## src/smma_pkg.sv

```systemverilog
// Shared constants and control/status types of the matrix multiply-accumulate block.
`default_nettype none

package smma_pkg;

  localparam int unsigned SizeW          = 4;
  localparam int unsigned DefaultMaxSize = 8;
  localparam int unsigned SizeReset      = 8;
  localparam int unsigned StoreDepth     = 64;
  localparam int unsigned AddrW          = $clog2(StoreDepth);
  localparam int unsigned ElemW          = 16;
  localparam int unsigned SumW           = 32;

  // Commands from the controller to the datapath.
  typedef struct packed {
    logic             load_we;
    logic [AddrW-1:0] load_addr;
    logic             issue;
    logic             first;
    logic             last;
    logic             final_elem;
    logic [AddrW-1:0] a_addr;
    logic [AddrW-1:0] b_addr;
    logic [AddrW-1:0] c_addr;
  } cmd_t;

  // Status from the datapath back to the controller.
  typedef struct packed {
    logic final_done;
  } sts_t;

endpackage

`default_nettype wire

```

## src/smma_ram.sv

```systemverilog
// Generic simple dual-port RAM: one write port, one read port with registered data.
`default_nettype none

module smma_ram #(
  parameter int unsigned Width = 16,
  parameter int unsigned Depth = 64
) (
  input  wire logic                     clk_i,
  input  wire logic                     we_i,
  input  wire logic [$clog2(Depth)-1:0] waddr_i,
  input  wire logic [Width-1:0]         wdata_i,
  input  wire logic [$clog2(Depth)-1:0] raddr_i,
  output logic      [Width-1:0]         rdata_o
);

  logic [Width-1:0] mem_q [Depth];
  logic [Width-1:0] rdata_q;

  always_ff @(posedge clk_i) begin
    if (we_i) begin
      mem_q[waddr_i] <= wdata_i;
    end
    rdata_q <= mem_q[raddr_i];
  end

  assign rdata_o = rdata_q;

endmodule

`default_nettype wire

```

## src/smma_ctrl.sv

```systemverilog
// Controller: load sequencing, size register and the i/j/k loop counters.
`default_nettype none

module smma_ctrl #(
  parameter int unsigned MaxSize = smma_pkg::DefaultMaxSize
) (
  input  wire logic                        clk_i,
  input  wire logic                        rst_ni,
  input  wire logic                        start_i,
  input  wire logic                        last_element_i,
  input  wire logic                        cfg_we_i,
  input  wire logic [smma_pkg::SizeW-1:0]  cfg_data_i,
  input  wire smma_pkg::sts_t              sts_i,
  output smma_pkg::cmd_t                   cmd_o,
  output logic                             busy_o
);

  localparam int unsigned CntW  = $clog2(MaxSize + 1);
  localparam int unsigned SizeW = smma_pkg::SizeW;
  localparam int unsigned AddrW = smma_pkg::AddrW;

  typedef enum logic [2:0] {
    StIdle  = 3'b001,
    StRun   = 3'b010,
    StDrain = 3'b100
  } state_e;

  state_e            state_q, state_d;
  logic [SizeW-1:0]  size_q;
  logic [AddrW-1:0]  load_idx_q, load_idx_d;
  logic [CntW-1:0]   i_q, i_d, j_q, j_d, k_q, k_d;
  logic [AddrW-1:0]  row_q, row_d, kb_q, kb_d;
  logic [SizeW-1:0]  n_eff, n_m1;
  logic [AddrW-1:0]  n_addr;
  logic              k_end, j_end, i_end;

  // Clamp the size register into 1..MaxSize.
  always_comb begin
    n_eff = size_q;
    if (size_q == '0) begin
      n_eff = SizeW'(1);
    end else if (size_q > SizeW'(MaxSize)) begin
      n_eff = SizeW'(MaxSize);
    end
  end

  assign n_m1   = n_eff - SizeW'(1);
  assign n_addr = AddrW'(n_eff);
  assign k_end  = (SizeW'(k_q) == n_m1);
  assign j_end  = (SizeW'(j_q) == n_m1);
  assign i_end  = (SizeW'(i_q) == n_m1);

  always_comb begin
    state_d    = state_q;
    load_idx_d = load_idx_q;
    i_d        = i_q;
    j_d        = j_q;
    k_d        = k_q;
    row_d      = row_q;
    kb_d       = kb_q;

    cmd_o            = '0;
    cmd_o.load_addr  = load_idx_q;
    cmd_o.a_addr     = row_q + AddrW'(k_q);
    cmd_o.b_addr     = kb_q + AddrW'(j_q);
    cmd_o.c_addr     = row_q + AddrW'(j_q);
    cmd_o.first      = (k_q == '0);
    cmd_o.last       = k_end;
    cmd_o.final_elem = k_end && j_end && i_end;

    unique case (state_q)
      StIdle: begin
        if (start_i) begin
          cmd_o.load_we = 1'b1;
          if (last_element_i) begin
            load_idx_d = '0;
            i_d        = '0;
            j_d        = '0;
            k_d        = '0;
            row_d      = '0;
            kb_d       = '0;
            state_d    = StRun;
          end else begin
            load_idx_d = load_idx_q + AddrW'(1);
          end
        end
      end
      StRun: begin
        cmd_o.issue = 1'b1;
        if (k_end) begin
          k_d  = '0;
          kb_d = '0;
          if (j_end) begin
            j_d   = '0;
            i_d   = i_q + CntW'(1);
            row_d = row_q + n_addr;
            if (i_end) begin
              state_d = StDrain;
            end
          end else begin
            j_d = j_q + CntW'(1);
          end
        end else begin
          k_d  = k_q + CntW'(1);
          kb_d = kb_q + n_addr;
        end
      end
      StDrain: begin
        if (sts_i.final_done) begin
          state_d = StIdle;
        end
      end
      default: begin
        state_d = StIdle;
      end
    endcase
  end

  always_ff @(posedge clk_i or negedge rst_ni) begin
    if (!rst_ni) begin
      state_q    <= StIdle;
      size_q     <= SizeW'(smma_pkg::SizeReset);
      load_idx_q <= '0;
      i_q        <= '0;
      j_q        <= '0;
      k_q        <= '0;
      row_q      <= '0;
      kb_q       <= '0;
    end else begin
      state_q    <= state_d;
      load_idx_q <= load_idx_d;
      i_q        <= i_d;
      j_q        <= j_d;
      k_q        <= k_d;
      row_q      <= row_d;
      kb_q       <= kb_d;
      if (cfg_we_i) begin
        size_q <= cfg_data_i;
      end
    end
  end

  assign busy_o = (state_q != StIdle);

endmodule

`default_nettype wire

```

## src/smma_dp.sv

```systemverilog
// Datapath: element stores, multiplier and accumulator pipeline, write-back.
`default_nettype none

module smma_dp (
  input  wire logic                              clk_i,
  input  wire logic                              rst_ni,
  input  wire smma_pkg::cmd_t                    cmd_i,
  input  wire logic signed [smma_pkg::ElemW-1:0] left_element_i,
  input  wire logic signed [smma_pkg::ElemW-1:0] right_element_i,
  input  wire logic signed [smma_pkg::SumW-1:0]  initial_sum_i,
  output smma_pkg::sts_t                         sts_o,
  output logic                                   result_valid_o,
  output logic signed [smma_pkg::SumW-1:0]       product_element_o,
  output logic                                   last_result_o
);

  localparam int unsigned AddrW = smma_pkg::AddrW;
  localparam int unsigned ElemW = smma_pkg::ElemW;
  localparam int unsigned SumW  = smma_pkg::SumW;
  localparam int unsigned Depth = smma_pkg::StoreDepth;

  logic [ElemW-1:0] a_rdata, b_rdata;
  logic [SumW-1:0]  c_rdata;

  logic             sum_we;
  logic [AddrW-1:0] sum_waddr;
  logic [SumW-1:0]  sum_wdata;

  // Stage 1: store read data is valid.
  logic             s1_valid_q, s1_first_q, s1_last_q, s1_final_q;
  logic [AddrW-1:0] s1_ci_q;
  // Stage 2: product registered.
  logic             s2_valid_q, s2_first_q, s2_last_q, s2_final_q;
  logic [AddrW-1:0] s2_ci_q;
  logic [SumW-1:0]  s2_c_q;
  logic signed [SumW-1:0] prod_q, prod_d;
  // Stage 3: accumulator.
  logic             s3_valid_q, s3_last_q, s3_final_q;
  logic [AddrW-1:0] s3_ci_q;
  logic [SumW-1:0]  acc_q, acc_d;
  logic             wb_we;

  assign wb_we     = s3_valid_q && s3_last_q;
  assign sum_we    = cmd_i.load_we || wb_we;
  assign sum_waddr = wb_we ? s3_ci_q : cmd_i.load_addr;
  assign sum_wdata = wb_we ? acc_q : initial_sum_i;

  smma_ram #(.Width(ElemW), .Depth(Depth)) u_left_ram (
    .clk_i   (clk_i),
    .we_i    (cmd_i.load_we),
    .waddr_i (cmd_i.load_addr),
    .wdata_i (left_element_i),
    .raddr_i (cmd_i.a_addr),
    .rdata_o (a_rdata)
  );

  smma_ram #(.Width(ElemW), .Depth(Depth)) u_right_ram (
    .clk_i   (clk_i),
    .we_i    (cmd_i.load_we),
    .waddr_i (cmd_i.load_addr),
    .wdata_i (right_element_i),
    .raddr_i (cmd_i.b_addr),
    .rdata_o (b_rdata)
  );

  smma_ram #(.Width(SumW), .Depth(Depth)) u_sum_ram (
    .clk_i   (clk_i),
    .we_i    (sum_we),
    .waddr_i (sum_waddr),
    .wdata_i (sum_wdata),
    .raddr_i (cmd_i.c_addr),
    .rdata_o (c_rdata)
  );

  assign prod_d = $signed(a_rdata) * $signed(b_rdata);
  // Seed with the stored sum on the first product of an element; wrap on overflow.
  assign acc_d  = (s2_first_q ? s2_c_q : acc_q) + prod_q;

  always_ff @(posedge clk_i or negedge rst_ni) begin
    if (!rst_ni) begin
      s1_valid_q <= 1'b0;
      s2_valid_q <= 1'b0;
      s3_valid_q <= 1'b0;
    end else begin
      s1_valid_q <= cmd_i.issue;
      s2_valid_q <= s1_valid_q;
      s3_valid_q <= s2_valid_q;
    end
  end

  always_ff @(posedge clk_i) begin
    s1_first_q <= cmd_i.first;
    s1_last_q  <= cmd_i.last;
    s1_final_q <= cmd_i.final_elem;
    s1_ci_q    <= cmd_i.c_addr;

    s2_first_q <= s1_first_q;
    s2_last_q  <= s1_last_q;
    s2_final_q <= s1_final_q;
    s2_ci_q    <= s1_ci_q;
    s2_c_q     <= c_rdata;
    prod_q     <= prod_d;

    s3_last_q  <= s2_last_q;
    s3_final_q <= s2_final_q;
    s3_ci_q    <= s2_ci_q;
    if (s2_valid_q) begin
      acc_q <= acc_d;
    end
  end

  assign result_valid_o    = wb_we;
  assign product_element_o = acc_q;
  assign last_result_o     = wb_we && s3_final_q;
  assign sts_o.final_done  = wb_we && s3_final_q;

endmodule

`default_nettype wire

```

## src/square_matrix_multiply_accumulate_top.sv

```systemverilog
// Top level of the square matrix multiply-accumulate block: controller plus datapath.
//
//  channel  | handshake            | payload
//  ---------+----------------------+----------------------------------------------
//  input    | start_i, busy_o      | left_element_i, right_element_i,
//           |                      | initial_sum_i, last_element_i
//  result   | result_valid_o       | product_element_o, last_result_o
//  config   | cfg_we_i             | cfg_data_i (size_in_use)
//
// A load transaction is accepted when start_i is high and busy_o low.
// After the transaction marked last, busy_o stays high until the final result is shown,
// with one multiply-accumulate per cycle on the single MAC pipeline (store read,
// multiply, accumulate).
// Each result is shown for one cycle with result_valid_o.
// Reset (rst_ni low, asynchronous) sets size_in_use to 8 and the load index to 0;
// store contents are not cleared, so an entry must be loaded before it is used.
// The receiver cannot stall results; cfg_we_i should only be used while busy_o is low.
`default_nettype none

module square_matrix_multiply_accumulate_top #(
  parameter int unsigned MaxSize = smma_pkg::DefaultMaxSize
) (
  input  wire logic                              clk_i,
  input  wire logic                              rst_ni,
  input  wire logic                              start_i,
  output logic                                   busy_o,
  input  wire logic signed [smma_pkg::ElemW-1:0] left_element_i,
  input  wire logic signed [smma_pkg::ElemW-1:0] right_element_i,
  input  wire logic signed [smma_pkg::SumW-1:0]  initial_sum_i,
  input  wire logic                              last_element_i,
  output logic                                   result_valid_o,
  output logic signed [smma_pkg::SumW-1:0]       product_element_o,
  output logic                                   last_result_o,
  input  wire logic                              cfg_we_i,
  input  wire logic [smma_pkg::SizeW-1:0]        cfg_data_i
);

  smma_pkg::cmd_t cmd;
  smma_pkg::sts_t sts;

  // Sequence loads and the i/j/k loops; hold busy until the last result leaves.
  smma_ctrl #(.MaxSize(MaxSize)) u_ctrl (
    .clk_i          (clk_i),
    .rst_ni         (rst_ni),
    .start_i        (start_i),
    .last_element_i (last_element_i),
    .cfg_we_i       (cfg_we_i),
    .cfg_data_i     (cfg_data_i),
    .sts_i          (sts),
    .cmd_o          (cmd),
    .busy_o         (busy_o)
  );

  // Store the matrices, run the MAC pipeline and write each sum back.
  smma_dp u_dp (
    .clk_i             (clk_i),
    .rst_ni            (rst_ni),
    .cmd_i             (cmd),
    .left_element_i    (left_element_i),
    .right_element_i   (right_element_i),
    .initial_sum_i     (initial_sum_i),
    .sts_o             (sts),
    .result_valid_o    (result_valid_o),
    .product_element_o (product_element_o),
    .last_result_o     (last_result_o)
  );

endmodule

`default_nettype wire

```

## config.mk

```make
export PLATFORM = sky130hd
export DESIGN_NAME = square_matrix_multiply_accumulate_top
export DESIGN_NICKNAME = d
export VERILOG_FILES = /design/src/smma_pkg.sv /design/src/smma_ram.sv /design/src/smma_ctrl.sv /design/src/smma_dp.sv /design/src/square_matrix_multiply_accumulate_top.sv
export SDC_FILE = /design/constraint.sdc
export NUM_CORES = 2
export LEC_CHECK = 0
export CAP_MARGIN = 20
export CORE_MARGIN = 3
export CORE_UTILIZATION = 45
export DETAILED_ROUTE_END_ITERATION = 8
export DONT_BUFFER_PORTS = 1
export PLACE_DENSITY = 0.69
export SYNTH_ARGS = -nofsm -noshare
export SYNTH_HDL_FRONTEND = slang
export SYNTH_SLANG_ARGS = --single-unit
```

## constraint.sdc

```tcl
create_clock -name clk_i -period 7.4 [get_ports clk_i]
set_input_delay 2.22 -clock clk_i [delete_from_list [all_inputs] [get_ports clk_i]]
set_output_delay 2.22 -clock clk_i [all_outputs]
set_load 0.01 [all_outputs]
```

======== Yosys cells after proc, flatten, opt, wreduce, memory -nomap -nowiden ========
Memory sizes are Yosys's and may differ from the RTL's. A register that Yosys moved wholly into a read port is not among the register bits.
Cells that the tools add are included.
cells by class
  $add $sub $neg .......................... 11
  $lt $le $gt $ge ......................... 1
  multiplexer cells ....................... 37
  reduce and logical (&&, ||, !) cells .... 13
  multipliers ............................. 1
  eq/ne operators ......................... 13
operators with widths
  operator               count
  $mux W32               2
  $mux W6                7
  $mux W4                9
  $add A32 B32 Y32       1
  $mul A16 B16 Y32       1
  $add A6 B4 Y6          5
  $pmux W4 S2            3
  $pmux W6 S2            2
  $mux W3                6
  $add A4 B1 Y4 const B  3
  $eq A4 B4 Y1           3
  $pmux W3 S3            1
  $logic_not A4 Y1       2
  $mux W1                7
  $add A6 B1 Y6 const B  1
  $ne A2 B1 Y1 const B   3
  $ne A2 B2 Y1 const B   3
  $reduce_and A6 Y1      1
  $reduce_and A5 Y1      1
  $gt A4 B4 Y1 const B   1
  $logic_and A1 B1 Y1    4
  $reduce_and A4 Y1      1
  $sub A4 B1 Y4 const B  1
  $eq A3 B1 Y1 const B   1
  other kinds (7)        7
word-level totals
  output and inout bits ................... 35
  register bits ........................... 162
  memory bits (writable) .................. 4096
  word-level logic and storage cells ...... 104
  memories ................................ 3
  input port bits ......................... 73
memory list
  memory                  words  width  rd ports  clocked after Yosys merged registers in  wr ports  RTL line        text
  u_dp.u_sum_ram.mem_q    64     32     1         1                                        1         smma_ram.sv:16  logic [Width-1:0] mem_q [Depth];
  u_dp.u_left_ram.mem_q   64     16     1         1                                        1         smma_ram.sv:16
  u_dp.u_right_ram.mem_q  64     16     1         1                                        1         smma_ram.sv:16

======== Logic depth before layout (Yosys ltp) ========
  depth after elaboration ................. 9
  depth in mapped cells ................... 23

======== Cells and area by module ========
A second synthesis with hierarchy kept.
second synthesis, totals
  cells, all modules ...................... 8756
  area, all modules ....................... 176459.2 µm²
by module, submodules not included
  module                          times used  area an instance (µm²)  cells each
  smma_ram (u_dp.u_left_ram ...)  2           40042.2                 1829
  smma_ram (u_dp.u_sum_ram)       1           78515.3                 3324
  smma_dp                         1           14989.4                 1479
  smma_ctrl                       1           2870.3                  295

======== Worst setup path before layout ========
OpenSTA, ideal clock, no wires.
  path kind ............................... flip-flop to flip-flop
  start ................................... register u_dp.u_left_ram.rdata_q[15], in the netlist u_dp.u_left_ram.rdata_o[15], read port of u_dp.u_left_ram.mem_q
  end ..................................... register u_dp.prod_q[31]
  arrival ................................. 6.027 ns
  clock period less this slack ............ 6.099 ns
  slack ................................... 1.301 ns
  data required time ...................... 7.328 ns
  buffers on the path ..................... 1
  cell stages (with the launch flop) ...... 20
  path through ............................ dfxtp_1 -> clkbuf_1 -> nand2_1 -> inv_1 -> fa_1 -> fa_1 -> fa_1 -> fa_1 -> fa_1 -> inv_1 -> fa_1 -> inv_1 -> ha_1 -> a2111oi_0 -> o21ai_0 -> a31o_2 -> a31o_2 -> a211o_1 -> a21oi_1 -> xnor2_1
between the ends
  word-level cells in the longest chain between the ends .. 1
ends and longest elaborated chain
  element                    RTL line        text
  start, declared            smma_ram.sv:17  logic [Width-1:0] rdata_q;
  $mul A16 B16 Y32           smma_dp.sv:75   assign prod_d = $signed(a_rdata) * $signed(b_rdata);
  named net u_dp.prod_d[31]  smma_dp.sv:36   logic signed [SumW-1:0] prod_q, prod_d;
  end signal, assigned       smma_dp.sv:102  prod_q <= prod_d;
  end, declared              smma_dp.sv:36
The timed path passes the listed nets, and every way through them passes these cells.
A chain may end at the register's enable or synchronous reset.

======== Worst setup path after layout ========
  start ................................... register u_dp.u_right_ram.rdata_q[2], in the netlist u_dp.u_right_ram.rdata_o[2], read port of u_dp.u_right_ram.mem_q
  end ..................................... register u_dp.prod_q[31]
between the ends
  word-level cells in the longest chain between the ends .. 1
ends and longest elaborated chain
  element                    RTL line
  start, declared            smma_ram.sv:17
  $mul A16 B16 Y32           smma_dp.sv:75
  named net u_dp.prod_d[31]  smma_dp.sv:36
The timed path passes the listed nets, and every way through them passes these cells.

==> metrics <==
vias in the first global route 84693; Mapped Cells 7802; Storage cell area 128000 sq um; total routed wirelength 419700 microns; number of synthesized flops with an enable pin 4128; Final ANT Viol Nets 0; # setup viols final 0; Total Routing Usage GR 21.08%; Util after Layout 51.20%; DIE HEIGHT 628.4 microns; Post-CTS Setup Bufs 0; GPL Wtd Cong 0.8276; hold_buf cts 0; Post-Syn Area 174300 sq um; Initial Util 45.39%; Core Region 384000 sq um; Tmin final 6.952 ns; Cell variety after synth 72; setup_tns 0 ns; commonest cells after routing, fill and taps aside edfxtp_1, mux4_2, clkbuf_16; DR iter-0 viols 9725; post-synthesis compound-gate area fraction 1.004%; status finished, final reports clean; CTS tree yes; area delta synth->final 12.80%; FFs w/ async S/R, synth 0.9255%; Critical Path RT 8.21 ns; cell taking the most area after synthesis edfxtp_1; Most used DFF post-synth edfxtp_1; kind of critical path flop to flop; largest net degree at the start of global routing 100; I/O Pins 108; DR pass1 iterations 6; Synth area leaders edfxtp_1, mux4_2, fa_1, dfxtp_1, ha_1; fraction of the cycle the final worst path needs 93.95%; simple-gate share of the synthesized area 1.734%; fin. max-slew vios 0; I/O Buffers 0; number of synthesized register bits 4322; Final nets 8599; xor/xnor cell area share of the yosys netlist 0.4738%; residual DRC count 0; Routed WL per cell 30.82 microns; first-pass GRT wire length 605300 microns; Cell Rows 227; fmax 143.8 MHz; clk slew on worst S/H paths 0.06 ns; Filler Cell Count 29439; CTS HTree Levels 5; Mean Syn Cell Area 22.34 sq um; Layout Skew 0.1041 ns; worst skew pair latency 1.00 ns; combinational family with the most area after synthesis multiplexers; Die W 628.4 microns; Mapped Nets 8282; Synth Area in Adders 4.076%; area occupied by multi-input gates 44720 sq um; Slew @ Worst Pin 1.224 ns; via count 81326; Avg Vias per Cell 5.971; initial antenna violation count 31; worst hold path type flop to flop; grt ovf 0; half-perimeter wire length after placement 251900 microns; Sink Count 4322; Max transition margin 18.37%; Longest Clk Path Bufs 4; layout cells sized above 1 28.62%; Warnings, synthesis 0; Worst Path Arrival 7.77 ns; number of hold violations in the final report 0; commonest non-fill, non-tap cell in the layout edfxtp_1; CTS Buf Count 417; CTS Root Cell clkbuf_16; multiplexer share of the synthesized area 17.72%; sequential area share after synthesis 73.47%; Die ar. 394800 sq um; CP Launch Type flop; RSZ-0062 raised after global routing false; crit path max fanout 16; Worst Setup End Kind flop; Max Cap Violations 0; share of the synthesized area in the top cell type 71.12%
-- routing by layer --
layer	vias up	routed length (microns)	track usage (%)
li1	32801	-	-
met1	43876	157200	28.09
met2	3937	204100	33.66
met3	698	45220	6.300
met4	14	12970	6.290
met5	-	234	0.3019
-- timing repair --
action	4_1_cts	5_1_grt
resized for setup	0	1
endpoints found under the hold margin	0	0
setup endpoints to repair	0	1
-- final timing paths --
path	end	slack (ns)	cells after the start	from
worst min-delay path	u_dp.s2_c_q[10]	0.33	0	u_dp.u_sum_ram.rdata_o[10]
worst max register to register	u_dp.prod_q[31]	0.45	18	u_dp.u_right_ram.rdata_o[2]
max in group asynchronous	u_ctrl.state_q[0]	6.20	0	rst_ni
worst min register to register	u_dp.s2_c_q[10]	0.33	0	u_dp.u_sum_ram.rdata_o[10]
worst max-delay path	u_dp.prod_q[31]	0.45	18	u_dp.u_right_ram.rdata_o[2]
min in group asynchronous	u_ctrl.size_q[2]	0.97	0	rst_ni
-- critical path: stages (launching register included) --
cell       delay, ns
dfxtp_1         0.82
nand2_1         0.21
inv_1           0.12
fa_1            0.55
fa_1            0.90
fa_1            0.54
fa_1            0.51
fa_1            0.51
inv_1           0.05
fa_1            0.48
inv_1           0.04
ha_1            0.36
a2111oi_0       0.50
o21ai_0         0.22
a31o_2          0.28
a31o_2          0.25
a211o_1         0.26
a21oi_1         0.17
xnor2_1         0.08
-- synthesized netlist by cell type (5+ instances only) --
| master | count |
|---|---|
| edfxtp_1 | 4128 |
| mux4_2 | 1325 |
| inv_1 | 297 |
| fa_1 | 268 |
| clkbuf_1 | 201 |
| nand2_1 | 185 |
| nor2_1 | 182 |
| dfxtp_1 | 154 |
| ha_1 | 139 |
| buf_2 | 133 |
| and2_1 | 127 |
| a21oi_1 | 86 |
| mux2_2 | 70 |
| xnor2_1 | 65 |
| o21ai_0 | 52 |
| a21o_1 | 42 |
| dfrtp_1 | 38 |
| nor2b_1 | 34 |
| nand3_1 | 30 |
| mux2i_1 | 25 |
| a211oi_1 | 24 |
| xor2_1 | 23 |
| nor3_1 | 17 |
| nand2b_1 | 16 |
| buf_1 | 15 |
| o21a_1 | 12 |
| and3_1 | 9 |
| or2_2 | 7 |
| or3_1 | 7 |
| nand3b_1 | 6 |
| a211o_1 | 5 |
| a31o_2 | 5 |
| o211ai_1 | 5 |
| o21bai_1 | 5 |
-- final cells by class --
class	instances	area share, %
clock buffers	513	5.576
diodes	4	0.005091
flip-flops and latches	4322	65.13
well taps	5152	3.279
repair buffers	254	1.345
inverters	300	0.5728
multi-input cells	2824	22.75
clock inverters	252	1.347
-- flip-flops by register name, summed over array words and instances, names as in the netlist, 16 cells and up --
register,cells
u_dp.u_sum_ram.rdata_o,32
u_dp.u_right_ram.rdata_o,16
u_dp.u_left_ram.rdata_o,16
u_dp.u_left_ram.mem_q,1024
u_dp.s2_c_q,32
u_dp.product_element_o,32
u_dp.prod_q,32
u_dp.u_right_ram.mem_q,1024
u_dp.u_sum_ram.mem_q,2048
-- cells by family after synthesis --
kind of cell / after synthesis
adder cells (fa/ha/maj): 407
flip-flops: 4322
buffers and inverters: 656
AND/OR/NAND/NOR: 635
multiplexers: 1420
XOR/XNOR: 91
AO/OA/AOI/OAI: 271
-- stage by stage --
| step | cell area (sq um) | hold WS [ns] | std cells | setup slack (ns) |
|---|---|---|---|---|
| after CTS | 196000 | 0.3247 | 13582 | 0.3602 |
| after global placement | 182300 | 0.3098 | 12815 | 0.5728 |
| after global routing | 196600 | 0.3307 | 13618 | 0.03224 |
| after detailed placement | 182400 | 0.3121 | 12817 | 0.3887 |
| after floorplan | 174300 | 0.3096 | 7802 | 1.301 |
| final | 196600 | 0.3258 | 13621 | 0.4477 |
Power is not shown: default switching activity piles up to over one toggle a cycle in this logic, so the estimate is an artifact.
